===== src/rtl/idbrc_pkg.sv =====
`timescale 1ns / 1ps
// ----------------------------------------------------------------------------
// idbrc_pkg
// Shared types, sizes and helpers of the rectangle collision block.
// ----------------------------------------------------------------------------
package idbrc_pkg;

  // Screen and batch limits
  localparam int SCREEN_WIDTH  = 256;
  localparam int SCREEN_HEIGHT = 256;
  localparam int MAX_RECTS     = 64;

  // Field widths
  localparam int POS_W = 8;
  localparam int LEN_W = 9;
  localparam int END_W = 9;
  localparam int ID_W  = 16;
  localparam int IDX_W = 6;

  // Rectangle table
  localparam int TBL_DEPTH = 64;
  localparam int TBL_AW    = $clog2(TBL_DEPTH);
  localparam int CNT_W     = TBL_AW + 1;

  // Frame buffer
  localparam int FRAME_SIZE = SCREEN_WIDTH * SCREEN_HEIGHT;
  localparam int FRAME_AW   = $clog2(FRAME_SIZE);

  // Width for clipping arithmetic: holds start + length and the screen limits
  localparam int SCR_MAX = (SCREEN_WIDTH > SCREEN_HEIGHT) ? SCREEN_WIDTH : SCREEN_HEIGHT;
  localparam int CALC_W  = $clog2(SCR_MAX + 512) + 1;

  // Batch command queue
  localparam int CMDQ_DEPTH = 2;
  localparam int CMDQ_AW    = $clog2(CMDQ_DEPTH);

  localparam logic [ID_W-1:0] BG_ID = '0;

  typedef struct packed {
    logic [POS_W-1:0] rect_x;
    logic [POS_W-1:0] rect_y;
    logic [LEN_W-1:0] rect_width;
    logic [LEN_W-1:0] rect_height;
    logic [ID_W-1:0]  entity_id;
    logic             last_rect;
  } rect_in_t;

  typedef struct packed {
    logic [IDX_W-1:0] rect_index;
    logic             collided;
    logic             last_flag;
  } result_t;

  // Clipped, half-open bounds of one stored rectangle
  typedef struct packed {
    logic [POS_W-1:0] x0;
    logic [POS_W-1:0] y0;
    logic [END_W-1:0] x1;
    logic [END_W-1:0] y1;
    logic [ID_W-1:0]  id;
  } rect_entry_t;

  localparam int ENTRY_W = $bits(rect_entry_t);

  typedef struct packed {
    logic              we;
    logic [TBL_AW-1:0] addr;
    rect_entry_t       data;
  } tbl_wr_t;

  typedef struct packed {
    logic [CNT_W-1:0] count;
  } batch_cmd_t;

  // End of a span, clipped to the screen limit and never before its start
  function automatic logic [END_W-1:0] clip_end(input logic [POS_W-1:0]  start_pos,
                                                input logic [LEN_W-1:0]  len,
                                                input logic [CALC_W-1:0] limit);
    logic [CALC_W-1:0] s;
    logic [CALC_W-1:0] e;
    s = CALC_W'(start_pos);
    e = s + CALC_W'(len);
    if (e > limit) begin
      e = limit;
    end
    if (e < s) begin
      e = s;
    end
    return END_W'(e);
  endfunction

  // Linear frame address of an on-screen pixel
  function automatic logic [FRAME_AW-1:0] frame_addr(input logic [END_W-1:0] y,
                                                     input logic [END_W-1:0] x);
    return FRAME_AW'(FRAME_AW'(y) * FRAME_AW'(SCREEN_WIDTH) + FRAME_AW'(x));
  endfunction

endpackage


===== src/rtl/idbrc_cmd_q.sv =====
`timescale 1ns / 1ps
// ----------------------------------------------------------------------------
// idbrc_cmd_q
// Short queue of batch commands between the load side and the engine.
// ----------------------------------------------------------------------------
module idbrc_cmd_q (
  input  logic                  clk,
  input  logic                  rst_n,
  input  logic                  push,
  input  idbrc_pkg::batch_cmd_t push_cmd,
  input  logic                  pop,
  output logic                  cmd_valid,
  output idbrc_pkg::batch_cmd_t cmd
);
  import idbrc_pkg::*;

  batch_cmd_t         mem_r [CMDQ_DEPTH];
  logic [CMDQ_AW-1:0] wr_ptr_r;
  logic [CMDQ_AW-1:0] rd_ptr_r;
  logic [CMDQ_AW:0]   fill_r;
  logic [CMDQ_AW-1:0] wr_ptr_nxt;
  logic [CMDQ_AW-1:0] rd_ptr_nxt;
  logic [CMDQ_AW:0]   fill_nxt;
  logic               do_push;
  logic               do_pop;

  assign cmd_valid = (fill_r != '0);
  assign cmd       = mem_r[rd_ptr_r];
  assign do_push   = push && (fill_r != (CMDQ_AW+1)'(CMDQ_DEPTH));
  assign do_pop    = pop && cmd_valid;

  always_comb begin
    wr_ptr_nxt = wr_ptr_r;
    rd_ptr_nxt = rd_ptr_r;
    fill_nxt   = fill_r;
    if (do_push) begin
      wr_ptr_nxt = (wr_ptr_r == CMDQ_AW'(CMDQ_DEPTH - 1)) ? '0 : wr_ptr_r + CMDQ_AW'(1);
    end
    if (do_pop) begin
      rd_ptr_nxt = (rd_ptr_r == CMDQ_AW'(CMDQ_DEPTH - 1)) ? '0 : rd_ptr_r + CMDQ_AW'(1);
    end
    if (do_push && !do_pop) begin
      fill_nxt = fill_r + (CMDQ_AW+1)'(1);
    end else if (do_pop && !do_push) begin
      fill_nxt = fill_r - (CMDQ_AW+1)'(1);
    end
  end

  always_ff @(posedge clk) begin
    if (do_push) begin
      mem_r[wr_ptr_r] <= push_cmd;
    end
  end

  always_ff @(posedge clk) begin
    if (!rst_n) begin
      wr_ptr_r <= '0;
      rd_ptr_r <= '0;
      fill_r   <= '0;
    end else begin
      wr_ptr_r <= wr_ptr_nxt;
      rd_ptr_r <= rd_ptr_nxt;
      fill_r   <= fill_nxt;
    end
  end

endmodule


===== config.mk =====
export PLATFORM = sky130hd
export DESIGN_NAME = idbrc_cmd_q
export DESIGN_NICKNAME = d
export VERILOG_FILES = /design/src/rtl/idbrc_pkg.sv /design/src/rtl/idbrc_cmd_q.sv
export SDC_FILE = /design/constraint.sdc
export NUM_CORES = 1
export LEC_CHECK = 0
export ABC_AREA = 0
export BUFFER_PORTS_ARGS = -buffer_cell sky130_fd_sc_hd__buf_2
export CAP_MARGIN = 20
export CORE_MARGIN = 2
export CORE_UTILIZATION = 46
export DETAILED_ROUTE_END_ITERATION = 8
export HOLD_SLACK_MARGIN = 0.12
export PLACE_DENSITY = 0.82
export SLEW_MARGIN = 25
export SYNTH_ARGS = -nofsm -noshare
export SYNTH_HDL_FRONTEND = slang
export SYNTH_SLANG_ARGS = --single-unit

===== constraint.sdc =====
create_clock -name clk -period 1.86 [get_ports clk]
set_clock_uncertainty 0.1 [all_clocks]
set_input_delay 0.093 -clock clk [delete_from_list [all_inputs] [get_ports clk]]
set_output_delay 0.093 -clock clk [all_outputs]
set_load 0.01 [all_outputs]

==> summary.txt <==
Die
  – Core Area: roughly 1500 sq um
  – DIE HEIGHT: between 40 and 50 um
  – Floorplan die area: about 1900 sq um
  – Die width: between 40 and 50 um
  – Number of top-level pins: 19
  – Initial Utilization: between 40% and 50%
  – Total number of placement rows: 14

Placement
  – Weighted congestion reported at the end of routability-driven placement: between 0.6 and 0.7
  – # port buffers: 18
  – DP HPWL: a little under 800 um
  – Placed Cells incl. Taps: between 80 and 90
  – Worst setup slack after placement: between 0.2 and 0.25 ns
  – Placed cell area: roughly 850 sq um

Logic synthesis
  – Library cells used by synthesis: 19
  – Area fraction in and, or, nand and nor cells after synthesis: roughly 6.8%
  – Post-synthesis share of cell area spent on xor and xnor gates: under 10%
  – Top cell type's share of synthesized area: a little under three fifths
  – Number of warnings issued by yosys: 0
  – Mean cell area of the mapped netlist: approximately 15 sq um
  – Synthesized area: around 740 sq um
  – Share of the yosys chip area belonging to registers: ~71%
  – Fraction of the mapped netlist area in compound gates: between 4 and 5%
  – Cell types with the largest area share after synthesis: sky130_fd_sc_hd__edfxtp_1 57%, sky130_fd_sc_hd__dfxtp_1 14%, sky130_fd_sc_hd__mux2_2 11%
  – Synthesized instance count: between 40 and 50
  – Post-synthesis share of cell area spent on full adders, half adders and majority gates: 1.70%
  – Flip-flop and latch count after synthesis: 19
  – Synthesized netlist net count: 60
  – Cell taking the most area after synthesis: sky130_fd_sc_hd__edfxtp_1
  – Combinational family with the most area after synthesis: multiplexers
  – Multiplexer share of the synthesized area: 10.7%

Global routing
  – Global Route Usage Sum: between 10% and 20%
  – Global route total overflow: 0
  – Global-route wire length before repair: 1670 um
  – Antenna violations before repair: 0
  – Number of global-route vias before repair: a little over 400
  – Pin count of the biggest net entering global routing: 11

CTS
  – CTS tree: yes
  – Number of post-CTS setup repair buffers: 0
  – Buffers from clock root to sink, at most: 2
  – Post-cts repair resize count: 0
  – Sink Count: 19
  – Post-cts hold buffer count: 9
  – Clock network latency to the later pin of the worst-skew pair: between 0.2 and 0.3 ns
  – H-tree depth reported by CTS: 1
  – CTS buffer count: 3
  – Clock transition at the registers of the reported paths: ~0.10 ns
  – Cell at the root of the clock tree: sky130_fd_sc_hd__clkbuf_4

Final layout
  – Seq. cell area: between 500 and 600 sq um
  – Layout fillers: ~120
  – Fin nets: 92
  – Final standard cell count with taps included and fillers excluded: 95
  – Antenna cell count: 0
  – Share of cells above drive strength 1: roughly 38%
  – Final instance area: roughly 970 sq um
  – Layout Area Growth over Synthesis: 31.1%
  – Most common cell after layout, fill and taps aside: sky130_fd_sc_hd__buf_2
  – Most frequent cells in the layout: 18 x sky130_fd_sc_hd__buf_2, 14 x sky130_fd_sc_hd__edfxtp_1, 9 x sky130_fd_sc_hd__dlygate4sd3_1
  – Area occupied by multi-input gates: approximately 200 sq um

STA
  – Slew at the pin closest to its max-slew limit: between 0.3 and 0.4 ns
  – Minimum setup slack in the final design: ~0.2 ns
  – Final Cycle Share: just under 90%
  – Final-report setup violation count: 0
  – RSZ-0062 raised after global routing: false
  – Slew Limit Headroom: approximately four fifths
  – Fin. max-slew vios: 0
  – Highest attainable clock frequency: roughly 600 MHz
  – Fin. Hold Viols: 0
  – Min Clock Period, post-route: 1.66 ns
  – Final total negative setup slack: 0 ns

Worst setup path
  – Slack of the worst reg-to-reg path: 0.20 ns
  – Arr. time, crit path: 1.79 ns
  – Largest fanout on the critical path: 5
  – Worst R2R Path Depth: 6
  – Worst EP required: ~2 ns
  – Kind of launch point of the worst setup path: register
  – Type of destination of the critical path: register
  – Kind of critical path: reg2reg

Power and ir drop
  – Power per cell area: between 1000 and 1500 nW/um^2
  – Leakage component of the power: 0.394 nW
  – Peak ir drop on the vdd network: slightly below 0.0007 V

Hold path
  – Worst Hold Depth: 4
  – Worst Hold Class: in2reg

Drt
  – WL per Instance: 11.3 um
  – Remaining antenna violation count after routing: 0
  – Detailed-route via count: ~460
  – # DRC: 0
  – Total wire length after detailed routing: between 1000 and 1500 um
  – Violation count after the first detailed-routing iteration: 4
  – Iteration count of the initial detailed-routing pass: 5
  – Vias per inst: about 4.8

Flow run
  – Count of maximum capacitance violations: 0

Run status
  – Run status: finished clean
Yosys cell counts:
| library cell | n |
|---|---|
| sky130_fd_sc_hd__nand2b_1 | 1 |
| sky130_fd_sc_hd__xnor2_1 | 2 |
| sky130_fd_sc_hd__nand2_1 | 1 |
| sky130_fd_sc_hd__dfxtp_1 | 5 |
| sky130_fd_sc_hd__nand3_1 | 1 |
| sky130_fd_sc_hd__nor2_1 | 1 |
| sky130_fd_sc_hd__xor2_1 | 1 |
| sky130_fd_sc_hd__a21boi_1 | 2 |
| sky130_fd_sc_hd__mux2_2 | 7 |
| sky130_fd_sc_hd__and2_1 | 3 |
| sky130_fd_sc_hd__o21ai_1 | 1 |
| sky130_fd_sc_hd__buf_2 | 1 |
| sky130_fd_sc_hd__ha_1 | 1 |
| sky130_fd_sc_hd__or2_2 | 1 |
| sky130_fd_sc_hd__o21ai_0 | 1 |
| sky130_fd_sc_hd__inv_1 | 3 |
| sky130_fd_sc_hd__a21o_1 | 1 |
| sky130_fd_sc_hd__or3_1 | 1 |
| sky130_fd_sc_hd__edfxtp_1 | 14 |
sequential cells by signal, summed over array words and instances (netlist names), named ones only:
signal    cells
mem_r        14
fill_r        2
rd_ptr_r      1
wr_ptr_r      1
critical path, stage by stage, from the launching register on:
cell,delay [ns]
sky130_fd_sc_hd__dfxtp_1,0.36
sky130_fd_sc_hd__nand2b_1,0.19
sky130_fd_sc_hd__nand2_1,0.10
sky130_fd_sc_hd__inv_1,0.04
sky130_fd_sc_hd__ha_1,0.32
sky130_fd_sc_hd__or3_1,0.35
sky130_fd_sc_hd__a21boi_1,0.14
report_power, final:
group	switching, mW	internal (mW)
logic	0.158	0.199
clock network	0.111	0.0833
registers	0.0520	0.539
total	0.321	0.821
per-layer routing:
metal | track usage (%) | part of all wire (%)
met5 | 0 | 0
met4 | 7.27 | 1.3
met3 | 2.45 | 5.5
met2 | 21.2 | 48
met1 | 14.1 | 45
cell families after synthesis:
family,Yosys count
muxes,7
adders and majority gates,1
AOI/OAI and AO/OA,5
xor gates and xnor gates,3
and+or+nand+nor,9
DFF,19
buffers and inverters,4
worst paths after layout:
| kind | from | endpoint |
|---|---|---|
| worst max-delay path | fill_r[0] | fill_r[1] |
| worst min-delay path | pop | register |
| worst max register to register | fill_r[0] | fill_r[1] |
| worst min register to register | fill_r[1] | fill_r[1] |
stage by stage:
step | hold slack [ns] | utilization (%) | power, mW
final | 0.180 | 64.1 | 1.14
after global routing | 0.228 | 64.1 | 1.21
after CTS | 0.182 | 64.1 | 1.16
after detailed placement | 0.189 | 56.4 | 0.948
after global placement | 0.181 | 56.4 | 0.933
after floorplan | 0.0919 | - | 0.841
cell type report:
class / count / share of cell area [%]
tap: 16 / 2.07
clock buffer: 4 / 2.72
timing repair buffer: 28 / 19.4
multi-input combinational: 25 / 20.7
inverter: 3 / 1.17
sequential: 19 / 53.9
(Power assumes the default switching activity.)
