File: config.mk
export PLATFORM = sky130hd
export DESIGN_NAME = idbrc_ram
export DESIGN_NICKNAME = d
export VERILOG_FILES = /design/src/rtl/idbrc_ram.sv
export SDC_FILE = /design/constraint.sdc
export NUM_CORES = 1
export LEC_CHECK = 0
export ABC_AREA = 0
export BUFFER_PORTS_ARGS = -buffer_cell sky130_fd_sc_hd__buf_4
export CAP_MARGIN = 20
export CORE_MARGIN = 1
export CORE_UTILIZATION = 50
export DETAILED_ROUTE_END_ITERATION = 6
export PLACE_DENSITY = 0.66
export SYNTH_ARGS = -nofsm -noshare
export SYNTH_HDL_FRONTEND = slang
export SYNTH_SLANG_ARGS = --single-unit
export TNS_END_PERCENT = 1
File: constraint.sdc
create_clock -name clk -period 2 [get_ports clk]
set_input_delay 0.1 -clock clk [delete_from_list [all_inputs] [get_ports clk]]
set_output_delay 0.1 -clock clk [all_outputs]
set_load 0.05 [all_outputs]
File: src/rtl/idbrc_ram.sv
`timescale 1ns / 1ps
// ----------------------------------------------------------------------------
// idbrc_ram
// Generic single-write, single-read RAM with registered read data.
// ----------------------------------------------------------------------------
module idbrc_ram #(
  parameter int WIDTH = 8,
  parameter int DEPTH = 64
) (
  input  logic                     clk,
  input  logic                     we,
  input  logic [$clog2(DEPTH)-1:0] waddr,
  input  logic [WIDTH-1:0]         wdata,
  input  logic [$clog2(DEPTH)-1:0] raddr,
  output logic [WIDTH-1:0]         rdata
);

  logic [WIDTH-1:0] mem [DEPTH];
  logic [WIDTH-1:0] rdata_r;

  always_ff @(posedge clk) begin
    if (we) begin
      mem[waddr] <= wdata;
    end
    rdata_r <= mem[raddr];
  end

  assign rdata = rdata_r;

endmodule

==> summary.txt, run 1 <==
Synth
  • Post-Syn Nets: 962
  • Area contributors post-synth: edfxtp_1 76%, mux4_2 14%, nor2_1 1.5%, mux2i_1 1.1%, dfxtp_1 0.79%
  • Netlist Area Pre-Place: 20200 sq um
  • Mean post-synth cell area: 21.5 sq um
  • Register bit count reported by yosys: 520
  • Synth async-reset ratio: 0%
  • Post-synth top area share: 76.2%
  • Post-synth EDFFs: 512
  • Distinct cell type count after synthesis: 40
  • Biggest area consumer among synthesized cells: edfxtp_1
  • Most used flip-flop cell after synthesis: edfxtp_1
  • Post-Synthesis Cells: 940
  • Sequential-to-total area share from yosys stat: 77.0%
  • Yosys warns: 0

Worst setup path
  • R2R cell count: 6
  • Worst reg-to-reg setup slack: 0.05 ns
  • CP max FO: 1
  • R2r startpoint: mem[21][4]$_DFFE_PP_
  • Reg2reg end: rdata[4]$_DFF_P_
  • Critical Path Source: mem[21][4]$_DFFE_PP_
  • Crit path launch type: flop
  • Nature of the critical path endpoint: flop
  • Worst setup path end: rdata[4]$_DFF_P_
  • Worst Path Required: 2.45 ns
  • Worst EP arrival: 2.41 ns
  • WS Path Type: reg -> reg

Floorplanning
  • Die Ht: 203 microns
  • # rows: 73
  • Die Area: 41100 sq um
  • Ports: 30
  • Die width: 203 microns
  • Starting density of the core: 50.8%
  • Core area: 39700 sq um

Final layout
  • Area growth from synthesis to layout: 16.0%
  • Nets: 1118
  • Share of cells above drive strength 1: 32.1%
  • Final Non-Filler Cells: 1660

Clocking
  • Clock transition at path regs: 0.06 ns
  • Clock root cell: clkbuf_16
  • Post-CTS Setup Bufs: 0
  • Maximum root-to-sink buffer count: 3
  • CTS Sinks: 520
  • Clock latency on the worst-skew pair: 0.58 ns
  • TritonCTS clock tree: built
  • CTS buffer count: 51
  • H-tree level count: 2

Timing
  • Min Tclk post-route: 1.95 ns
  • Clock skew: 0.0127 ns
  • Fin. Hold Viols: 0
  • Max Transition Viols Final: 0
  • Unrepaired setup endpoints after global routing: true
  • Final TNS setup: 0 ns
  • Final setup fails: 0
  • Max-slew headroom: 53.3%
  • Peak Freq: 512 MHz
  • Period Utilization, post-route: 97.6%
  • Worst Max-Slew Pin Slew: 0.701 ns

Drt
  • DR WL/cell: 25.9 microns
  • Pre-antenna DRT Iters: 4
  • Drt total wl: 42900 microns
  • Detailed router's first-iteration violation count: 1009
  • Antenna Nets Post-Route: 0
  • DR DRC count: 0
  • Routed vias/inst: 5.92
  • Via count: 9835

Global route
  • Largest net degree at the start of global routing: 65
  • Grt total ovfl: 0
  • First-pass GRT wire length: 64700 microns
  • GRT Total Usage: 21.8%
  • Initial antenna violation count: 1
  • Vias in the first global route: 9955

Worst hold path
  • HP Class: in -> reg
  • Hold Path Depth: 1

Power and ir drop
  • Int Pwr: 17900 uW
  • Logic pwr share: 5.5%
  • Sequential share of power: 53.7%
  • Worst VDD drop: 0.000549 V
  • Power Density: 965 nW/um^2
  • NetSw: 4650 uW
  • Clock share of power: 40.8%
  • Static Leak: 0.00756 uW
  • Switch share: 20.6%

Status
  • Status: complete, no violations

Place
  • Placer Congestion: 0.813
  • Dpl hpwl: 26900 microns
  • # placed instances: 1566
  • Port Buffers: 29

Job
  • Max Cap Viol: 0
## how the worst min path moves through the flow
stage | from | end | slack [ns]
CTS | waddr[1] | mem[51][1]$_DFFE_PP_ | 0.04
global route | waddr[1] | mem[51][1]$_DFFE_PP_ | 0.07
finish | wdata[0] | mem[16][0]$_DFFE_PP_ | 0.06
floorplan | wdata[0] | mem[0][0]$_DFFE_PP_ | 0.20
global placement | raddr[5] | rdata[3]$_DFF_P_ | 0.45
detailed placement | raddr[5] | rdata[3]$_DFF_P_ | 0.44
## registers in the layout, indices dropped and copies added (netlist names)
signal,cells
rdata,8
mem,512
## layout by cell type (no fill, tap or decap), types with 9 or more instances in the layout
| cell | netlist | layout |
|---|---|---|
| nand2_1 | 19 | 19 |
| clkbuf_16 | 0 | 52 |
| nand3_1 | 13 | 13 |
| mux4_2 | 126 | 126 |
| nor2_1 | 83 | 83 |
| clkinv_1 | 0 | 9 |
| buf_4 | 13 | 144 |
| nor2b_1 | 14 | 14 |
| mux2_2 | 13 | 13 |
| clkbuf_1 | 17 | 15 |
| edfxtp_1 | 512 | 512 |
| mux2i_1 | 23 | 23 |
## kinds of logic after synthesis
| logic type | count (synthesis) | synth area share [%] |
|---|---|---|
| flops | 520 | 77.0 |
| mux | 162 | 15.9 |
| simple gates | 153 | 3.39 |
| compound gates | 54 | 2.07 |
| buf+inv | 51 | 1.57 |
## area by class of cell
cell class	count	area (sq um)
tap	525	657
fill	2786	16300
sequential	520	15500
antenna	1	2.50
timing repair buffer	154	1250
clock buffer	69	1390
clock inverter	22	218
multi-input combinational	369	4340
## stage by stage
stage | area [sq um] | setup slack (ns) | power, uW | util (%) | hold slack, ns
after floorplan | 20200 | 0.232 | 13000 | - | 0.199
after CTS | 23400 | 0.0135 | 22800 | 58.8 | 0.0431
after detailed placement | 21700 | -0.385 | 13600 | 54.7 | 0.443
final | 23400 | 0.0476 | 22600 | 58.9 | 0.0632
after global routing | 23400 | -0.00765 | 23200 | 58.9 | 0.0674
after global placement | 21700 | -0.409 | 13600 | 54.7 | 0.445
## worst max-delay path: stages, from the launching register on
cell	delay, ns
edfxtp_1	0.39
mux4_2	0.48
mux2_2	0.28
o221a_2	0.28
nor3_2	0.17
buf_4	0.14
o32ai_1	0.08
## Yosys cell counts (2+ instances only)
cell / n
buf_1: 4
a221oi_1: 6
mux2i_1: 23
nor4_1: 2
o221a_2: 2
mux2_2: 13
clkbuf_1: 17
o2bb2ai_1: 3
nor2_1: 83
mux4_2: 126
a2111oi_0: 2
nand4_1: 2
buf_12: 2
dfxtp_1: 8
o22ai_1: 8
a22oi_1: 3
o21ai_0: 2
a211oi_1: 4
nand2_1: 19
nand3_1: 13
o2111ai_1: 3
nor3_1: 7
o21ai_1: 2
o41ai_1: 2
buf_6: 4
nor2b_1: 14
o221ai_1: 8
nand3b_1: 3
buf_2: 11
buf_4: 13
edfxtp_1: 512
o21a_1: 2
o32ai_1: 2
nand2b_1: 7
a21oi_1: 3
## routing by layer
metal / track usage, % / up-vias / routed length, microns
li1: - / 4246 / -
met1: 32.6 / 5190 / 18800
met2: 33.3 / 333 / 20300
met3: 3.29 / 66 / 2690
met4: 7.33 / 0 / 1170
met5: 0 / - / 0
## timing repair
item / in CTS / in global routing
hold buffers: 2 / 0
pin swaps: 1 / 0
setup endpoints to repair: 1 / 3
cloned: 0 / 0
gates resized for setup: 2 / 3
hold endpoints to repair: 8 / 0
## power groups by stage
stage                     logic, uW  registers [uW]  clock network (uW)
after global placement         1230           12300                   0
after CTS                      1260           12100                9390
after floorplan                 643           12400                   0
after detailed placement       1250           12300                   0
final                          1250           12100                9210
after global routing           1330           12100                9780
Power figures use the tool's default switching activity.
==> run 2: changes to the inputs <==
--- a/config.mk
+++ b/config.mk
@@ -12,6 +12,7 @@
 export CORE_UTILIZATION = 50
 export DETAILED_ROUTE_END_ITERATION = 6
 export PLACE_DENSITY = 0.66
+export REMOVE_ABC_BUFFERS = 1
 export SYNTH_ARGS = -nofsm -noshare
 export SYNTH_HDL_FRONTEND = slang
 export SYNTH_SLANG_ARGS = --single-unit
==> run 2 against run 1 <==
Compared with the run above:
- non-clock buffer count up 7
- cell count up 0.54%
- power down 0.35%
- register-to-register slack better by 0.04 ns
- utilization up 0.19 points
- via count up 1.4%
- critical path depth unchanged
- count of clock-buffer cells in the layout down 11
- sequential share of layout area down 0.21 points
- maximum frequency up 2.0%
- worst hold slack worse by 0.0064 ns
- wire length up 5.3%
- critical endpoint unchanged
==> summary.txt, run 2 (synthesis results as in run 1) <==
Final layout
  • Most frequent cells in the layout: 512 x edfxtp_1, 147 x buf_4, 126 x mux4_2 (was 512 x edfxtp_1, 144 x buf_4, 126 x mux4_2)
  • Commonest non-fill, non-tap cell in the layout: edfxtp_1 (unchanged)
  • Share of cells above drive strength 1: 33.0% (was 32.1%)
  • Area growth from synthesis to layout: 16.4% (was 16.0%)
  • Max reg flops: 512 (unchanged)
  • Final Core Density: 59.1% (was 58.9%)
  • Final instance area: 23500 sq um (was 23400 sq um)
  • Area of the multi-input gates: 4330 sq um (was 4340 sq um)
  • Nets: 1125 (was 1118)
  • Sequential Area: 15500 sq um (unchanged)
  • Largest Register: mem (unchanged)
  • Number of diodes: 0 (was 1)
  • Fill count: 2831 (was 2786)

Worst setup path
  • Top cell family by delay on the critical path: multiplexers (unchanged)
  • R2R cell count: 6 (unchanged)
  • Crit path launch type: flop (unchanged)
  • WP depth: 6 (unchanged)
  • Critical Path Source: mem[21][4]$_DFFE_PP_ (unchanged)
  • CP max FO: 1 (unchanged)
  • WS Path Type: reg -> reg (unchanged)
  • Bufs and invs on worst path: 1 (unchanged)
  • Largest stage delay, worst path: 0.49 ns (was 0.48 ns)
  • Worst EP arrival: 2.37 ns (was 2.41 ns)
  • Critical path, cell by cell: mux4_2 > mux2_4 > o221a_2 > nor3_2 > buf_4 > o32ai_1 (was mux4_2 > mux2_2 > o221a_2 > nor3_2 > buf_4 > o32ai_1)
  • Nature of the critical path endpoint: flop (unchanged)
  • Slowest cell on the critical path: mux4_2 (unchanged)
  • R2r startpoint: mem[21][4]$_DFFE_PP_ (unchanged)
  • Worst Path Required: 2.45 ns (about the same)

Place
  • Placed Area: 21900 sq um (was 21700 sq um)
  • Port Buffers: 29 (unchanged)
  • Placer Congestion: 0.851 (was 0.813)
  • Dpl hpwl: 28300 microns (was 26900 microns)
  • Worst slack at placement: -0.256 ns (was -0.385 ns)

Drt
  • Via count: 9975 (was 9835)
  • DR DRC count: 0 (unchanged)
  • Drt total wl: 45200 microns (was 42900 microns)
  • DR WL/cell: 27.1 microns (was 25.9 microns)
  • Detailed router's first-iteration violation count: 925 (was 1009)
  • Pre-antenna DRT Iters: 5 (was 4)
  • Routed vias/inst: 5.98 (was 5.92)
  • Antenna Nets Post-Route: 0 (unchanged)

Worst hold path
  • HP Class: in -> reg (unchanged)
  • Hold Path Depth: 3 (was 1)
  • HP Start: waddr[1] (was wdata[0])

Timing
  • Final setup fails: 0 (unchanged)
  • Unrepaired setup endpoints after global routing: false (was true)
  • Min Tclk post-route: 1.91 ns (was 1.95 ns)
  • Max-slew headroom: 50.3% (was 53.3%)
  • Period Utilization, post-route: 95.7% (was 97.6%)
  • Worst Max-Slew Pin Slew: 0.746 ns (was 0.701 ns)
  • Peak Freq: 522 MHz (was 512 MHz)
  • Max Transition Viols Final: 0 (unchanged)
  • Setup WS post-layout: 0.0860 ns (was 0.0476 ns)
  • Fin. Hold Viols: 0 (unchanged)
  • Clock skew: 0.0172 ns (was 0.0127 ns)

Clocking
  • H-tree level count: 2 (unchanged)
  • Clock transition at path regs: 0.06 ns (about the same)
  • CTS Sinks: 520 (unchanged)
  • Maximum root-to-sink buffer count: 3 (unchanged)
  • Clock root cell: clkbuf_16 (unchanged)
  • TritonCTS clock tree: built (unchanged)
  • Clock latency on the worst-skew pair: 0.57 ns (was 0.58 ns)
  • CTS buffer count: 51 (unchanged)

Global route
  • Vias in the first global route: 10200 (was 9955)
  • GR peak layer: met2 (unchanged)
  • Grt met2 use: 36.1% (was 33.3%)
  • Grt met1 use: 32.8% (was 32.6%)
  • Met3 usage: 3.92% (was 3.29%)
  • Largest net degree at the start of global routing: 65 (unchanged)
  • GRT Total Usage: 22.8% (was 21.8%)
  • First-pass GRT wire length: 67300 microns (was 64700 microns)
  • Initial antenna violation count: 1 (unchanged)
  • Grt total ovfl: 0 (unchanged)

Floorplanning
  • Die width: 203 microns (unchanged)
  • Starting density of the core: 50.8% (unchanged)
  • Die Ht: 203 microns (unchanged)
  • Die Area: 41100 sq um (unchanged)
  • Ports: 30 (unchanged)
  • Core area: 39700 sq um (unchanged)
  • # rows: 73 (unchanged)

Power and ir drop
  • Worst VDD drop: 0.000797 V (was 0.000549 V)
  • Static Leak: 0.00761 uW (was 0.00756 uW)
  • Power Density: 958 nW/um^2 (was 965 nW/um^2)

Status
  • Status: complete, no violations (unchanged)

Job
  • Max Cap Viol: 0 (unchanged)
-- run 2: what timing repair did --
action                                  CTS  global route
pin swaps                                 0             1
hold endpoints to repair                  7             0
gates resized for setup                   1             2
buffers inserted                          0             0
gates cloned                              0             0
hold buffers                              1             0
endpoints found under the setup margin    1             2
-- run 2: area by class of cell --
type,count,area share [%]
repair buffers,161,5.83
clock inverters,36,1.19
well taps,525,2.80
clock buffers,58,5.55
flip-flops and latches,520,66.2
multi-input cells,369,18.4
-- run 2: where the power goes --
part,total (uW),leakage (uW),internal (uW),switching [uW]
clock network,9070,0.000777,5190,3880
registers,12100,0.00467,12100,49.3
logic,1310,0.00216,527,779
-- run 2: stage by stage --
step                std cells  power (uW)  hold WS (ns)  TNS, ns
global placement         1574       13600         0.454   -0.808
global route             1669       23100        0.0832        0
detailed placement       1574       13700         0.460   -0.904
finish                   1669       22500        0.0567        0
CTS                      1669       22700        0.0260        0
floorplan                 889       12900         0.199        0
-- run 2: final timing paths --
path | to | slack [ns]
max | rdata[4]$_DFF_P_ | 0.09
min reg2reg | rdata[7]$_DFF_P_ | 0.84
min | mem[50][0]$_DFFE_PP_ | 0.06
max reg2reg | rdata[4]$_DFF_P_ | 0.09
-- run 2: tightest hold or removal path: stages --
cell and delay, ns:
buf_4 0.14, nand2b_1 0.09, nor2_1 0.10
-- run 2: per-layer routing --
layer	routed length, microns	share of wire, %	up-vias
met4	1220	2.7	2
met3	3250	7.2	71
li1	-	-	4250
met2	22000	49	393
met1	18700	41	5259
met5	8	0.018	-
