### config.mk
export PLATFORM = sky130hd
export DESIGN_NAME = idbrc_back
export DESIGN_NICKNAME = d
export VERILOG_FILES = /design/src/rtl/idbrc_pkg.sv /design/src/rtl/idbrc_back.sv
export SDC_FILE = /design/constraint.sdc
export NUM_CORES = 1
export LEC_CHECK = 0
export ABC_AREA = 0
export ABC_CLOCK_PERIOD_IN_PS = 3400
export BUFFER_PORTS_ARGS = -buffer_cell sky130_fd_sc_hd__buf_2
export CORE_AREA = 2 2 120 122
export CTS_CLUSTER_SIZE = 24
export DETAILED_ROUTE_END_ITERATION = 8
export DIE_AREA = 0 0 122 124
export HOLD_SLACK_MARGIN = 0.08
export PLACE_DENSITY_LB_ADDON = 0.15
export SETUP_SLACK_MARGIN = 0.3
export SYNTH_ARGS = -nofsm -noshare
export SYNTH_HDL_FRONTEND = slang
export SYNTH_SLANG_ARGS = --single-unit
### constraint.sdc
create_clock -name clk -period 3.4 [get_ports clk]
set_clock_uncertainty 0.15 [all_clocks]
set_input_delay 0.51 -clock clk [delete_from_list [all_inputs] [get_ports clk]]
set_output_delay 0.51 -clock clk [all_outputs]
set_load 0.03 [all_outputs]
### src/rtl/idbrc_pkg.sv
`timescale 1ns / 1ps
// ----------------------------------------------------------------------------
// idbrc_pkg
// Shared types, sizes and helpers of the rectangle collision block.
// ----------------------------------------------------------------------------
package idbrc_pkg;

  // Screen and batch limits
  localparam int SCREEN_WIDTH  = 256;
  localparam int SCREEN_HEIGHT = 256;
  localparam int MAX_RECTS     = 64;

  // Field widths
  localparam int POS_W = 8;
  localparam int LEN_W = 9;
  localparam int END_W = 9;
  localparam int ID_W  = 16;
  localparam int IDX_W = 6;

  // Rectangle table
  localparam int TBL_DEPTH = 64;
  localparam int TBL_AW    = $clog2(TBL_DEPTH);
  localparam int CNT_W     = TBL_AW + 1;

  // Frame buffer
  localparam int FRAME_SIZE = SCREEN_WIDTH * SCREEN_HEIGHT;
  localparam int FRAME_AW   = $clog2(FRAME_SIZE);

  // Width for clipping arithmetic: holds start + length and the screen limits
  localparam int SCR_MAX = (SCREEN_WIDTH > SCREEN_HEIGHT) ? SCREEN_WIDTH : SCREEN_HEIGHT;
  localparam int CALC_W  = $clog2(SCR_MAX + 512) + 1;

  // Batch command queue
  localparam int CMDQ_DEPTH = 2;
  localparam int CMDQ_AW    = $clog2(CMDQ_DEPTH);

  localparam logic [ID_W-1:0] BG_ID = '0;

  typedef struct packed {
    logic [POS_W-1:0] rect_x;
    logic [POS_W-1:0] rect_y;
    logic [LEN_W-1:0] rect_width;
    logic [LEN_W-1:0] rect_height;
    logic [ID_W-1:0]  entity_id;
    logic             last_rect;
  } rect_in_t;

  typedef struct packed {
    logic [IDX_W-1:0] rect_index;
    logic             collided;
    logic             last_flag;
  } result_t;

  // Clipped, half-open bounds of one stored rectangle
  typedef struct packed {
    logic [POS_W-1:0] x0;
    logic [POS_W-1:0] y0;
    logic [END_W-1:0] x1;
    logic [END_W-1:0] y1;
    logic [ID_W-1:0]  id;
  } rect_entry_t;

  localparam int ENTRY_W = $bits(rect_entry_t);

  typedef struct packed {
    logic              we;
    logic [TBL_AW-1:0] addr;
    rect_entry_t       data;
  } tbl_wr_t;

  typedef struct packed {
    logic [CNT_W-1:0] count;
  } batch_cmd_t;

  // End of a span, clipped to the screen limit and never before its start
  function automatic logic [END_W-1:0] clip_end(input logic [POS_W-1:0]  start_pos,
                                                input logic [LEN_W-1:0]  len,
                                                input logic [CALC_W-1:0] limit);
    logic [CALC_W-1:0] s;
    logic [CALC_W-1:0] e;
    s = CALC_W'(start_pos);
    e = s + CALC_W'(len);
    if (e > limit) begin
      e = limit;
    end
    if (e < s) begin
      e = s;
    end
    return END_W'(e);
  endfunction

  // Linear frame address of an on-screen pixel
  function automatic logic [FRAME_AW-1:0] frame_addr(input logic [END_W-1:0] y,
                                                     input logic [END_W-1:0] x);
    return FRAME_AW'(FRAME_AW'(y) * FRAME_AW'(SCREEN_WIDTH) + FRAME_AW'(x));
  endfunction

endpackage

### src/rtl/idbrc_back.sv
`timescale 1ns / 1ps
// ----------------------------------------------------------------------------
// idbrc_back
// Batch engine: clear the frame, paint every rectangle, scan and report.
// ----------------------------------------------------------------------------
module idbrc_back (
  input  logic                              clk,
  input  logic                              rst_n,
  input  logic                              cmd_valid,
  input  idbrc_pkg::batch_cmd_t             cmd,
  output logic                              cmd_pop,
  output logic                              engine_busy,
  output logic [idbrc_pkg::TBL_AW-1:0]      tbl_raddr,
  input  idbrc_pkg::rect_entry_t            tbl_rdata,
  output logic                              frm_we,
  output logic [idbrc_pkg::FRAME_AW-1:0]    frm_waddr,
  output logic [idbrc_pkg::ID_W-1:0]        frm_wdata,
  output logic [idbrc_pkg::FRAME_AW-1:0]    frm_raddr,
  input  logic [idbrc_pkg::ID_W-1:0]        frm_rdata,
  output logic                              out_strobe,
  output idbrc_pkg::result_t                out_result
);
  import idbrc_pkg::*;

  localparam logic [2:0] S_IDLE   = 3'd0;
  localparam logic [2:0] S_CLEAR  = 3'd1;
  localparam logic [2:0] S_PFETCH = 3'd2;
  localparam logic [2:0] S_PLOAD  = 3'd3;
  localparam logic [2:0] S_PAINT  = 3'd4;
  localparam logic [2:0] S_SFETCH = 3'd5;
  localparam logic [2:0] S_SLOAD  = 3'd6;
  localparam logic [2:0] S_SCAN   = 3'd7;

  logic [2:0]          state_r,      state_nxt;
  logic [CNT_W-1:0]    k_r,          k_nxt;
  logic [CNT_W-1:0]    n_r,          n_nxt;
  logic [FRAME_AW-1:0] clr_r,        clr_nxt;
  rect_entry_t         cur_r,        cur_nxt;
  logic [END_W-1:0]    x_r,          x_nxt;
  logic [END_W-1:0]    y_r,          y_nxt;
  logic                pend_r,       pend_nxt;
  logic                pend_last_r,  pend_last_nxt;
  logic                issued_r,     issued_nxt;
  logic                strobe_r,     strobe_nxt;
  result_t             res_r,        res_nxt;

  logic                last_rect;
  logic                load_empty;
  logic                x_end;
  logic                y_end;

  assign last_rect  = ((k_r + CNT_W'(1)) == n_r);
  assign load_empty = !((END_W'(tbl_rdata.x0) < tbl_rdata.x1) &&
                        (END_W'(tbl_rdata.y0) < tbl_rdata.y1));
  assign x_end      = ((x_r + END_W'(1)) == cur_r.x1);
  assign y_end      = ((y_r + END_W'(1)) == cur_r.y1);

  assign engine_busy = (state_r != S_IDLE);
  assign out_strobe  = strobe_r;
  assign out_result  = res_r;

  always_comb begin
    state_nxt     = state_r;
    k_nxt         = k_r;
    n_nxt         = n_r;
    clr_nxt       = clr_r;
    cur_nxt       = cur_r;
    x_nxt         = x_r;
    y_nxt         = y_r;
    pend_nxt      = pend_r;
    pend_last_nxt = pend_last_r;
    issued_nxt    = issued_r;
    strobe_nxt    = 1'b0;
    res_nxt       = res_r;
    cmd_pop       = 1'b0;
    tbl_raddr     = k_r[TBL_AW-1:0];
    frm_we        = 1'b0;
    frm_waddr     = clr_r;
    frm_wdata     = BG_ID;
    frm_raddr     = frame_addr(y_r, x_r);

    case (state_r)
      S_IDLE: begin
        if (cmd_valid) begin
          cmd_pop   = 1'b1;
          n_nxt     = cmd.count;
          clr_nxt   = '0;
          state_nxt = S_CLEAR;
        end
      end

      S_CLEAR: begin
        frm_we = 1'b1;
        if (clr_r == FRAME_AW'(FRAME_SIZE - 1)) begin
          k_nxt     = '0;
          state_nxt = S_PFETCH;
        end else begin
          clr_nxt = clr_r + FRAME_AW'(1);
        end
      end

      S_PFETCH: begin
        state_nxt = S_PLOAD;
      end

      S_PLOAD: begin
        cur_nxt = tbl_rdata;
        x_nxt   = END_W'(tbl_rdata.x0);
        y_nxt   = END_W'(tbl_rdata.y0);
        if (!load_empty) begin
          state_nxt = S_PAINT;
        end else if (last_rect) begin
          k_nxt     = '0;
          state_nxt = S_SFETCH;
        end else begin
          k_nxt     = k_r + CNT_W'(1);
          state_nxt = S_PFETCH;
        end
      end

      S_PAINT: begin
        frm_we    = 1'b1;
        frm_waddr = frame_addr(y_r, x_r);
        frm_wdata = cur_r.id;
        if (x_end) begin
          x_nxt = END_W'(cur_r.x0);
          if (y_end) begin
            if (last_rect) begin
              k_nxt     = '0;
              state_nxt = S_SFETCH;
            end else begin
              k_nxt     = k_r + CNT_W'(1);
              state_nxt = S_PFETCH;
            end
          end else begin
            y_nxt = y_r + END_W'(1);
          end
        end else begin
          x_nxt = x_r + END_W'(1);
        end
      end

      S_SFETCH: begin
        state_nxt = S_SLOAD;
      end

      S_SLOAD: begin
        cur_nxt    = tbl_rdata;
        x_nxt      = END_W'(tbl_rdata.x0);
        y_nxt      = END_W'(tbl_rdata.y0);
        pend_nxt   = 1'b0;
        issued_nxt = 1'b0;
        if (!load_empty) begin
          state_nxt = S_SCAN;
        end else begin
          strobe_nxt         = 1'b1;
          res_nxt.rect_index = k_r[IDX_W-1:0];
          res_nxt.collided   = 1'b0;
          res_nxt.last_flag  = last_rect;
          if (last_rect) begin
            state_nxt = S_IDLE;
          end else begin
            k_nxt     = k_r + CNT_W'(1);
            state_nxt = S_SFETCH;
          end
        end
      end

      S_SCAN: begin
        // issue one pixel read a cycle, check each one in the cycle after
        pend_nxt = !issued_r;
        if (!issued_r) begin
          pend_last_nxt = x_end && y_end;
          issued_nxt    = x_end && y_end;
          if (x_end) begin
            x_nxt = END_W'(cur_r.x0);
            if (!y_end) begin
              y_nxt = y_r + END_W'(1);
            end
          end else begin
            x_nxt = x_r + END_W'(1);
          end
        end
        if (pend_r && ((frm_rdata != cur_r.id) || pend_last_r)) begin
          strobe_nxt         = 1'b1;
          res_nxt.rect_index = k_r[IDX_W-1:0];
          res_nxt.collided   = (frm_rdata != cur_r.id);
          res_nxt.last_flag  = last_rect;
          if (last_rect) begin
            state_nxt = S_IDLE;
          end else begin
            k_nxt     = k_r + CNT_W'(1);
            state_nxt = S_SFETCH;
          end
        end
      end

      default: begin
        state_nxt = S_IDLE;
      end
    endcase
  end

  always_ff @(posedge clk) begin
    if (!rst_n) begin
      state_r  <= S_IDLE;
      strobe_r <= 1'b0;
      pend_r   <= 1'b0;
      issued_r <= 1'b0;
    end else begin
      state_r  <= state_nxt;
      strobe_r <= strobe_nxt;
      pend_r   <= pend_nxt;
      issued_r <= issued_nxt;
    end
  end

  always_ff @(posedge clk) begin
    k_r         <= k_nxt;
    n_r         <= n_nxt;
    clr_r       <= clr_nxt;
    cur_r       <= cur_nxt;
    x_r         <= x_nxt;
    y_r         <= y_nxt;
    pend_last_r <= pend_last_nxt;
    res_r       <= res_nxt;
  end

endmodule

==> metrics.txt <==
status=finished, final reports clean; worst hold path class=primary input to flop; die height=about 120 um; Synth Instances=just under 600; Seq/Total Area, Yosys=approximately 50%; vias=4,794; max_slew headroom=about three fifths; Peak VDD IR=0.305 mV; Setup crit start=x_r[0]$_DFFE_PP_; FP Rows=between 40 and 50; Register Area=about 3100 sq um; share of synthesized area spent on multiplexers=1.63%; Max-Cap Viols=0; Final Cycle Share=between 80% and 90%; unrepaired setup endpoints after global routing=yes; nets@finish=between 800 and 900; Post-Synth Simple-Gate Area=a little under a fifth; Crit. End Element=flop; clock-pin slew on the worst setup and hold paths=0.07 ns; clk buf depth=2; per-cell routed wire length=between 15 and 20 um; final number of hold-violating endpoints=0; GRT Total Usage=19.4%; Area after DPL=~7000 sq um; Pins Over Slew Limit=0; Post-Syn Nets=681; Horiz. Die Dim=~120 um; Min Clock Period, post-route=around 3 ns; synth warn=0; # hold bufs at CTS=0; global placer's final weighted congestion=between 0.8 and 0.9; Overflow after GRT=0; largest net degree at the start of global routing=36; first-pass GRT wire length=22,700 um; Synth Cell Area=between 6000 and 7000 sq um; CTS root buf=clkbuf_16; residual DRC count=0; Port Buffers=141; largest family of logic cells by synthesized area=simple AND/OR/NAND/NOR gates; pwr dens=between 600 and 700 nW/um^2; post-synthesis adder-cell area fraction=a little over 4%; router iterations before antenna repair=5; CP required=3.32 ns; Post-synth EDFFs=99; fillers=approximately 1,300; initial antenna violation count=0; Most used DFF post-synth=edfxtp_1; ANT cells=0; commonest non-fill, non-tap cell in the layout=buf_2; FF+latch count, synth=~110; Antenna Nets Post-Route=0; Starting Density=between 40 and 50%; Arr. time, crit path=~2.9 ns; layout cells sized above 1=~28%; commonest cells after routing, fill and taps aside=buf_2 (141), edfxtp_1 (99), nand2_1 (93); worst slew pin tran=between 0.5 and 0.6 ns; Synth cell types=59; Setup CP Type=flop to flop; Worst R2R Start=x_r[0]$_DFFE_PP_; die area=roughly 15,000 sq um; worst-path maximum fanout=13; vias in the first global route=roughly 4,600; CP Launch Type=flop; final setup fails=0; setup tns final=0 ns; Synth Area in XOR/XNOR=between 10% and 20%; hold path start=cmd[1]; Clk Latency, worst-skew pair=0.35 ns; Leak=3.17 nW; clk sinks=between 100 and 150; CTS buffer count=9; fin area=about 7500 sq um; I/O Pins=142; Post-synth ARST share=0%; Layout area overhead=21.7%; Post-Route WL=approximately 15,000 um; post-DP HPWL=about 11,000 um; H-tree depth=3; worst reg2reg setup slack=approximately 0.4 ns; CORE AREA=about 14,000 sq um; area of the multi-input gates=approximately 2800 sq um; FMAX=roughly 330 MHz; CTS tree=built; Synth Area in Compound Gates=7.71%; First DRT Iteration DRCs=around 260; mean area per synthesized cell=about 10 sq um; vias per inst=approximately 5.3
-- cell usage after synthesis (5+ instances only) --
master    count  area share (%)
and3_1       28             2.9
nand2b_1      5            0.51
o21ai_0      22             1.8
inv_1        23             1.4
o31ai_1       9             1.1
nor2_1       43             2.6
mux2i_1      10             1.6
nor4_1        6            0.61
a21oi_1      20             1.6
nand2_1      93             5.7
buf_2         8            0.65
clkbuf_1     14            0.86
xor2_1       48             6.9
buf_4        15             1.8
ha_1         20             4.1
xnor2_1      27             3.9
nor3_1        8            0.65
dfxtp_1       6             2.0
nand3_1      18             1.5
edfxtp_1     99              48
-- timing repair --
action | in CTS | in global routing
endpoints found under the setup margin | 39 | 30
resized for setup | 4 | 7
gates cloned | 0 | 0
setup buffers | 3 | 6
pin swaps | 2 | 1
-- worst max-delay path, cell delays in order, from the launching register on --
cell and delay (ns):
edfxtp_1 0.40, buf_4 0.18, and3_2 0.28, nand3_4 0.13
xor2_1 0.16, o2111ai_1 0.13, or4b_4 0.58, buf_6 0.18
nand2b_1 0.19, a21boi_4 0.17, buf_12 0.15
-- metal layers --
| layer | routed length (um) | up-vias | GRT usage (%) |
|---|---|---|---|
| li1 | - | 2342 | - |
| met1 | 6450 | 2293 | 25.7 |
| met2 | 7190 | 141 | 31.8 |
| met3 | 775 | 18 | 4.03 |
| met4 | 233 | 0 | 6.39 |
| met5 | 0 | - | 0 |
-- layout make-up --
cell class	count	area share [%]
clock inverters	6	1.24
clock buffers	9	3.02
well taps	180	3.02
multi-input cells	417	37.4
inverters	25	1.26
repair buffers	170	12.6
flip-flops and latches	105	41.4
-- report_power, final --
part	internal (mW)	switching [mW]	leakage (nW)
Clock	0.646	0.470	0.153
Sequential	1.76	0.241	0.971
Combinational	0.583	1.05	2.04
-- per-stage QoR --
step	hold slack, ns	util (%)	total power [mW]	setup slack, ns	cells
6_report	0.178	54.4	4.76	0.409	912
5_1_grt	0.165	54.4	5.02	0.272	912
4_1_cts	0.166	53.9	4.77	0.305	906
3_5_place_dp	0.346	51.2	3.63	0.0352	888
3_3_place_gp	0.343	51.2	3.59	0.196	888
2_1_floorplan	0.322	-	3.14	0.301	585
-- sequential cells by signal, summed over array words and instances (netlist names) --
register / cells
y_r: 9
out_strobe: 1
cur_r: 42
clr_r: 16
state_r: 3
x_r: 9
pend_last_r: 1
n_r: 7
pend_r: 1
out_result: 8
issued_r: 1
k_r: 7
-- kinds of logic after synthesis --
| logic type | count (synthesis) |
|---|---|
| simple gates | 234 |
| flops | 105 |
| xor+xnor | 79 |
| compound gates | 74 |
| buf+inv | 63 |
| fa+ha+maj | 20 |
| mux | 10 |
-- path summary, 6_finish.rpt --
kind | end | cells past startpoint
worst max-delay path | y_r[3]$_DFFE_PP_ | 10
worst min-delay path | n_r[1]$_DFFE_PP_ | 1
worst max register to register | y_r[3]$_DFFE_PP_ | 10
worst min register to register | pend_r$_SDFFE_PN0N_ | 2
Note: power is estimated with default switching activity, not from simulation.
