[src/rtl/idbrc_pkg.sv]
`timescale 1ns / 1ps
// ----------------------------------------------------------------------------
// idbrc_pkg
// Shared types, sizes and helpers of the rectangle collision block.
// ----------------------------------------------------------------------------
package idbrc_pkg;

  // Screen and batch limits
  localparam int SCREEN_WIDTH  = 256;
  localparam int SCREEN_HEIGHT = 256;
  localparam int MAX_RECTS     = 64;

  // Field widths
  localparam int POS_W = 8;
  localparam int LEN_W = 9;
  localparam int END_W = 9;
  localparam int ID_W  = 16;
  localparam int IDX_W = 6;

  // Rectangle table
  localparam int TBL_DEPTH = 64;
  localparam int TBL_AW    = $clog2(TBL_DEPTH);
  localparam int CNT_W     = TBL_AW + 1;

  // Frame buffer
  localparam int FRAME_SIZE = SCREEN_WIDTH * SCREEN_HEIGHT;
  localparam int FRAME_AW   = $clog2(FRAME_SIZE);

  // Width for clipping arithmetic: holds start + length and the screen limits
  localparam int SCR_MAX = (SCREEN_WIDTH > SCREEN_HEIGHT) ? SCREEN_WIDTH : SCREEN_HEIGHT;
  localparam int CALC_W  = $clog2(SCR_MAX + 512) + 1;

  // Batch command queue
  localparam int CMDQ_DEPTH = 2;
  localparam int CMDQ_AW    = $clog2(CMDQ_DEPTH);

  localparam logic [ID_W-1:0] BG_ID = '0;

  typedef struct packed {
    logic [POS_W-1:0] rect_x;
    logic [POS_W-1:0] rect_y;
    logic [LEN_W-1:0] rect_width;
    logic [LEN_W-1:0] rect_height;
    logic [ID_W-1:0]  entity_id;
    logic             last_rect;
  } rect_in_t;

  typedef struct packed {
    logic [IDX_W-1:0] rect_index;
    logic             collided;
    logic             last_flag;
  } result_t;

  // Clipped, half-open bounds of one stored rectangle
  typedef struct packed {
    logic [POS_W-1:0] x0;
    logic [POS_W-1:0] y0;
    logic [END_W-1:0] x1;
    logic [END_W-1:0] y1;
    logic [ID_W-1:0]  id;
  } rect_entry_t;

  localparam int ENTRY_W = $bits(rect_entry_t);

  typedef struct packed {
    logic              we;
    logic [TBL_AW-1:0] addr;
    rect_entry_t       data;
  } tbl_wr_t;

  typedef struct packed {
    logic [CNT_W-1:0] count;
  } batch_cmd_t;

  // End of a span, clipped to the screen limit and never before its start
  function automatic logic [END_W-1:0] clip_end(input logic [POS_W-1:0]  start_pos,
                                                input logic [LEN_W-1:0]  len,
                                                input logic [CALC_W-1:0] limit);
    logic [CALC_W-1:0] s;
    logic [CALC_W-1:0] e;
    s = CALC_W'(start_pos);
    e = s + CALC_W'(len);
    if (e > limit) begin
      e = limit;
    end
    if (e < s) begin
      e = s;
    end
    return END_W'(e);
  endfunction

  // Linear frame address of an on-screen pixel
  function automatic logic [FRAME_AW-1:0] frame_addr(input logic [END_W-1:0] y,
                                                     input logic [END_W-1:0] x);
    return FRAME_AW'(FRAME_AW'(y) * FRAME_AW'(SCREEN_WIDTH) + FRAME_AW'(x));
  endfunction

endpackage

[src/rtl/idbrc_front.sv]
`timescale 1ns / 1ps
// ----------------------------------------------------------------------------
// idbrc_front
// Load side: clip each request, store it in the table, post a batch command.
// ----------------------------------------------------------------------------
module idbrc_front (
  input  logic                  clk,
  input  logic                  rst_n,
  input  logic                  accept,
  input  idbrc_pkg::rect_in_t   in_rect,
  output idbrc_pkg::tbl_wr_t    tbl_wr,
  output logic                  cmd_push,
  output idbrc_pkg::batch_cmd_t cmd
);
  import idbrc_pkg::*;

  logic [CNT_W-1:0] cnt_r;
  logic [CNT_W-1:0] cnt_nxt;
  logic             room;
  logic [CNT_W-1:0] cnt_inc;

  assign room    = (cnt_r < CNT_W'(MAX_RECTS));
  assign cnt_inc = room ? (cnt_r + CNT_W'(1)) : cnt_r;

  always_comb begin
    tbl_wr.we      = accept && room;
    tbl_wr.addr    = cnt_r[TBL_AW-1:0];
    tbl_wr.data.x0 = in_rect.rect_x;
    tbl_wr.data.y0 = in_rect.rect_y;
    tbl_wr.data.x1 = clip_end(in_rect.rect_x, in_rect.rect_width, CALC_W'(SCREEN_WIDTH));
    tbl_wr.data.y1 = clip_end(in_rect.rect_y, in_rect.rect_height, CALC_W'(SCREEN_HEIGHT));
    tbl_wr.data.id = in_rect.entity_id;
  end

  assign cmd_push  = accept && in_rect.last_rect;
  assign cmd.count = cnt_inc;

  always_comb begin
    cnt_nxt = cnt_r;
    if (accept) begin
      // drop the count back to zero once the batch is closed
      cnt_nxt = in_rect.last_rect ? '0 : cnt_inc;
    end
  end

  always_ff @(posedge clk) begin
    if (!rst_n) begin
      cnt_r <= '0;
    end else begin
      cnt_r <= cnt_nxt;
    end
  end

endmodule

[config.mk]
export PLATFORM = sky130hd
export DESIGN_NAME = idbrc_front
export DESIGN_NICKNAME = d
export VERILOG_FILES = /design/src/rtl/idbrc_pkg.sv /design/src/rtl/idbrc_front.sv
export SDC_FILE = /design/constraint.sdc
export NUM_CORES = 1
export LEC_CHECK = 0
export BUFFER_PORTS_ARGS = -buffer_cell sky130_fd_sc_hd__buf_2
export CAP_MARGIN = 10
export CORE_ASPECT_RATIO = 1.4
export CORE_UTILIZATION = 50
export CTS_CLUSTER_SIZE = 25
export DETAILED_ROUTE_END_ITERATION = 10
export PLACE_DENSITY = 0.95
export SETUP_SLACK_MARGIN = 0.1
export SLEW_MARGIN = 20
export SYNTH_ARGS = -nofsm -noshare
export SYNTH_HDL_FRONTEND = slang
export SYNTH_SLANG_ARGS = --single-unit
[constraint.sdc]
create_clock -name clk -period 8.9 [get_ports clk]
set_input_delay 0.89 -clock clk [delete_from_list [all_inputs] [get_ports clk]]
set_output_delay 0.89 -clock clk [all_outputs]
set_load 0.1 [all_outputs]
==> flow_summary.yaml, run 1 <==
run_status:
  outcome: "complete, no violations"
drt:
  via_per_inst: 5.67
  drt_iter0_markers: 70
  drcViolationCount: 0
  wl_per_cell_um: 14.0
  vias: 2224
  drt_pass1_iterations: 4
  ant_nets: 0
  drt-total-wl_um: 5480
flow_run:
  cap_violations: 0
worst_setup_path:
  crit_required_ns: 8.01
  r2r_start: "cnt_r[0]$_SDFFE_PN0P_"
  ff2ff_path_depth: 6
  arrival_ns: 5.82
  crit_path_end_kind: "output pin"
  ff2ff_setup_slack_ns: 7.29
  critPathLaunchType: "input port"
  crit_fanout: 7
  crit_type: "in -> out"
  r2r-end: "cnt_r[4]$_SDFFE_PN0P_"
timing:
  slew_violations: 0
  timing.setup.tns_ns: 0
  worst_pin_slew_ns: 0.557
  rsz0062_at_grt: "false"
  setup_viol: 0
  max-slew-margin-rel_pct: 62.5
  timing.final.crit_share_pct: 75.4
  clock_skew_ns: 0.00392
  final_hold_viol_count: 0
  fmax_mhz: 149
  post-route-min-period_ns: 6.71
logic_synthesis:
  ys_warn_count: 0
  syn_avg_cell_area_um2: 7.90
  synth-seq-area-share_pct: 6.29
  synth_ff_type: "dfxtp_1"
  synth_nets: 369
  async_reset_ff_share_pct: 0
  yosysUniqueCellTypes: 55
  netlist_area_um2: 2230
  syn_inst: 282
  ys_ff_latch: 7
  synth-edff-count: 0
finish:
  layout-drive-gt1-share_pct: 35.2
  regMostFlops: "cnt_r"
  top_regs: "cnt_r: 7 flops"
  layout_common_cells: "buf_2 (86), ha_1 (31), inv_1 (24)"
  antennaDiodeCount: 0
  nFillCells: 382
  layout_commonest_cell: "buf_2"
  layout.nets: 420
  area_delta_synth_final_pct: 11.6
  largest_register_ffs: 7
global_route:
  grt_pass1_wl_um: 9060
  grt_use_total_pct: 23.8
  antenna_found_initial: 0
  grtUsageMet3_pct: 2.87
  grt_max_degree: 15
  gr-usage-met1_pct: 24.4
  grt_pass1_vias: 2104
  top_usage_layer: "met2"
  grtUsageMet2_pct: 48.4
  overflow: 0
die:
  die_width_um: 58.4
  die_h_um: 81.0
  die_area_um2: 4730
  std_cell_rows: 28
  start_util_pct: 52.5
  coreArea_um2: 4240
  io_pins: 119
power:
  irDropWorstVdd_uv: 158
  leakage_nw: 1.36
  finalPower_w: 0.000410
  pwr-share-seq_pct: 8.0
  swShare_pct: 63.9
  p_per_area_nw_per_um2: 165
  intPower_w: 0.000148
  pwr-share-comb_pct: 81.1
  p_switching_w: 0.000262
  pwr-share-clk_pct: 11.0
hold_path:
  hold_start: "cnt_r[5]$_SDFFE_PN0P_"
  hold_end: "cnt_r[5]$_SDFFE_PN0P_"
  hold_path_class: "reg -> reg"
  min_delay_path_depth: 2
clocking:
  cts.repair.resized: 0
  insertion_delay_ns: 0.23
  cts_tree: "yes"
  cts_buffer_depth: 2
  htreeDepth: 1
  clock-sinks: 7
  hold_buffers: 0
  numCtsBuffers: 3
  post-cts-setup-buffer-count: 0
  clock-root-buffer: "clkbuf_8"
  cts.reportedPaths.clkPinSlew_ns: 0.04
place:
  gp_congestion: 0.952
  portBuffers: 86
  dp_hpwl_um: 4610
metal layers:
| metal | vias to the layer above | wire length [µm] |
|---|---|---|
| met4 | 0 | 136 |
| met5 | - | 0 |
| met1 | 1033 | 2110 |
| met2 | 100 | 2970 |
| li1 | 1077 | - |
| met3 | 14 | 267 |
kinds of logic after synthesis:
logic type,share of synthesized area (%)
AOI/OAI and AO/OA,21.8
xor gates and xnor gates,5.11
adders and majority gates,19.2
buffers and inverters,17.2
DFF,6.29
muxes,9.27
and+or+nand+nor,21.1
Yosys cell counts (2+ instances only):
master,number,area (µm²)
or3_1,2,12.5
o211ai_1,2,15.0
clkbuf_1,2,7.51
nand3b_1,3,22.5
a32oi_1,2,17.5
xor2_1,5,43.8
o2111ai_1,2,17.5
nand4_1,4,25.0
fa_1,2,40.0
nand3_1,8,40.0
a31oi_1,4,25.0
nand2b_1,3,18.8
mux2_4,7,105
nor2_1,17,63.8
or2_2,4,25.0
nor3b_1,2,15.0
nand2_1,14,52.6
ha_1,31,388
o21ai_0,11,55.1
mux2_2,9,101
a21o_1,11,82.6
inv_1,24,90.1
nor2b_1,14,87.6
dfxtp_1,7,140
o2111a_1,2,22.5
xnor2_1,8,70.1
o31ai_1,2,15.0
nor3_1,4,20.0
and2_1,2,12.5
and4_1,2,17.5
a21oi_1,9,45.0
buf_4,38,285
o21a_1,2,15.0
a21boi_0,2,15.0
worst max path at each step:
stage | start | to | slack [ns]
5_1_grt | in_rect[35] | tbl_wr[20] | 1.89
3_5_place_dp | in_rect[35] | tbl_wr[20] | 2.24
3_3_place_gp | in_rect[35] | tbl_wr[19] | 2.47
6_report | in_rect[35] | tbl_wr[20] | 2.19
4_1_cts | in_rect[35] | tbl_wr[20] | 2.23
2_1_floorplan | in_rect[17] | tbl_wr[16] | 1.40
through the flow:
stage	hold slack, ns	cells	utilization (%)	setup WS [ns]	instance area (µm²)
detailed placement	0.514	388	57.6	2.24	2440
global route	0.537	392	58.6	1.89	2480
floorplan	0.492	282	-	1.40	2230
CTS	0.519	392	58.6	2.23	2480
global placement	0.508	388	57.6	2.47	2440
finish	0.515	392	58.6	2.19	2480
worst max-delay path, cell delays in order:
cell and delay (ns):
buf_2 0.10, ha_1 0.16, inv_1 0.06, fa_1 0.40, nor2b_1 0.19, o2111ai_1 0.13, a21boi_1 0.30, o21a_1 0.20
nor2_1 0.05, or2_2 0.32, nand2_1 0.18, nor2_1 0.10, ha_1 0.29, a21o_1 0.16, a21o_1 0.17, a21o_1 0.16
a21o_1 0.17, a211oi_1 0.29, o21ai_0 0.28, a2111oi_4 0.45, nor2_4 0.14, mux2_4 0.22, buf_2 0.41
area by class of cell:
type	instances	area [µm²]	share of cell area, %
sequential	7	140	5.64
timing repair buffer	86	430	17.3
clock buffer	4	45.0	1.81
inverter	24	90.1	3.63
tap	60	75.1	3.02
multi-input combinational	211	1700	68.6
power by group through the flow:
stage	clock [W]	sequential [W]	combinational, W
finish	0.0000450	0.0000327	0.000333
global route	0.0000491	0.0000327	0.000350
CTS	0.0000456	0.0000326	0.000332
detailed placement	0	0.0000331	0.000331
global placement	0	0.0000331	0.000324
floorplan	0	0.0000329	0.000317
Note: power is estimated with default switching activity, not from simulation.
==> inputs of run 2 (changes only) <==
Settings changed: CORE_UTILIZATION 50 to 47, PLACE_DENSITY 0.95 to 0.92.
Clock period 8.9 ns to 6.7 ns, I/O delays scaled along.
==> run 2 against run 1 <==
Effect of this change:
- routed wire length fell by 0.42%
- power increased by 33%
- largest power group unchanged
- clock-buffer cell count unchanged
- critical path depth down 2
- largest cell class unchanged
- hold slack improved by 0.032 ns
- cell count rose by 0.51%
- register-to-register slack got worse by 2.1 ns
- global-route usage shrank 3.0 points
- clock skew shrank 0.00052 ns
- core utilization shrank 3.8 points
- combinational power increased by 32%
- via count rose by 0.90%
==> flow_summary.yaml, run 2 (synthesized netlist as in run 1, its figures left out) <==
drt:
  wl_per_cell_um: 13.8
  drt-total-wl_um: 5460
  ant_nets: 0
  drcViolationCount: 0
  via_per_inst: 5.70
  vias: 2244
  drt_iter0_markers: 79
  drt_pass1_iterations: 4
flow_run:
  cap_violations: 0
finish:
  antennaDiodeCount: 0
  nFillCells: 423
  top_regs: "cnt_r: 7 flops"
  layout.nets: 420
  layout_common_cells: "buf_2 (86), ha_1 (31), inv_1 (24)"
  layout_commonest_cell: "buf_2"
  multi_input_area_um2: 1700
  area_delta_synth_final_pct: 11.7
  layout-drive-gt1-share_pct: 35.2
  largest_register_ffs: 7
  regArea_um2: 140
  regMostFlops: "cnt_r"
power:
  p_per_area_nw_per_um2: 219
  leakage_nw: 1.36
  irDropWorstVdd_uv: 250
  finalPower_w: 0.000544
die:
  std_cell_rows: 29
  io_pins: 119
  start_util_pct: 49.1
  die_width_um: 60.2
  coreArea_um2: 4540
  die_area_um2: 5020
  die_h_um: 83.5
timing:
  timing.final.crit_share_pct: 91.9
  max-slew-margin-rel_pct: 65.9
  rsz0062_at_grt: "false"
  fmax_mhz: 162
  fin_ws_ns: 0.543
  worst_pin_slew_ns: 0.505
  timing.setup.tns_ns: 0
  slew_violations: 0
  final_hold_viol_count: 0
  clock_skew_ns: 0.00340
  post-route-min-period_ns: 6.16
  whs_ns: 0.548
  setup_viol: 0
worst_setup_path:
  crit_fanout: 7
  cpMostUsedCell: "a21o_1"
  cp_top_family: "compound AO/OA/AOI/OAI gates"
  crit_path_end_kind: "output pin"
  critPathLaunchType: "input port"
  critical_path.slowest_cell: "a2111oi_4"
  path_cells: "buf_2 > ha_1 > a21o_1 > a21oi_1 > a21boi_1 > o21a_1 > and4b_1 > or2_2 > nand2_1 > nor2_1 > ha_1 > a21o_1 > a21o_1 > a21o_1 > a21o_1 > a211oi_1 > o21ai_0 > a2111oi_4 > nor2_4 > mux2_4 > buf_2"
  critPathMaxStageDelay_ns: 0.42
  ff2ff_path_depth: 5
  arrival_ns: 5.49
  crit_cells: 21
  crit_type: "in -> out"
  crit_required_ns: 6.03
  path_buf_inv: 2
clocking:
  insertion_delay_ns: 0.23
  cts.reportedPaths.clkPinSlew_ns: 0.04
  clock-sinks: 7
  clock-root-buffer: "clkbuf_8"
  cts.repair.resized: 0
  numCtsBuffers: 3
  post-cts-setup-buffer-count: 0
  cts_buffer_depth: 2
  cts_tree: "yes"
  htreeDepth: 1
  hold_buffers: 0
global_route:
  overflow: 0
  grt_use_total_pct: 20.9
  grt_pass1_wl_um: 8350
  grt_pass1_vias: 2094
  grt_max_degree: 15
  antenna_found_initial: 0
hold_path:
  min_delay_path_depth: 2
  hold_path_class: "reg -> reg"
place:
  portBuffers: 86
  pre_cts_slack_ns: 0.613
  gp_congestion: 0.976
  dp_hpwl_um: 4700
run_status:
  outcome: "complete, no violations"
## run 2: cell count changes in the layout (fill, tap and decap cells not counted)
cell and delta:
o21ai_0 -1, o21ai_1 +1
## run 2: worst paths after layout
kind	start	to	slack [ns]
worst max-delay path	in_rect[39]	tbl_wr[22]	0.54
worst min-delay path	cnt_r[1]$_SDFFE_PN0P_	cnt_r[1]$_SDFFE_PN0P_	0.55
worst max register to register	cnt_r[2]$_SDFFE_PN0P_	cnt_r[5]$_SDFFE_PN0P_	5.19
worst min register to register	cnt_r[1]$_SDFFE_PN0P_	cnt_r[1]$_SDFFE_PN0P_	0.55
## run 2: power by group
| part | internal, W | switching [W] |
|---|---|---|
| clock | 0.0000412 | 0.0000189 |
| sequential | 0.0000423 | 0.000000834 |
| combinational | 0.000113 | 0.000328 |
## run 2: worst register-to-register path: cells and delay by family (launching register included)
kind            cells  cell delay (ns)
compound gates      1             0.15
xor+xnor            1             0.23
flops               1             0.43
simple gates        3             0.63
## run 2: final cells by class
| type | count | area share (%) |
|---|---|---|
| repair buffers | 86 | 17.3 |
| well taps | 62 | 3.12 |
| clock buffers | 4 | 1.81 |
| inverters | 24 | 3.62 |
| multi-input cells | 211 | 68.5 |
| flip-flops and latches | 7 | 5.63 |
## run 2: stage by stage
step,cells,area (µm²),utilization [%]
final,394,2490,54.8
after global routing,394,2490,54.8
after CTS,394,2490,54.8
after detailed placement,390,2440,53.8
after global placement,390,2440,53.8
after floorplan,282,2230,-
## run 2: layer usage
metal	track usage, %	up-vias	share of wire, %
li1	-	1077	-
met1	18.9	1028	36
met5	0	-	0
met4	14.0	0	6.0
met3	3.41	30	6.7
met2	39.2	109	51
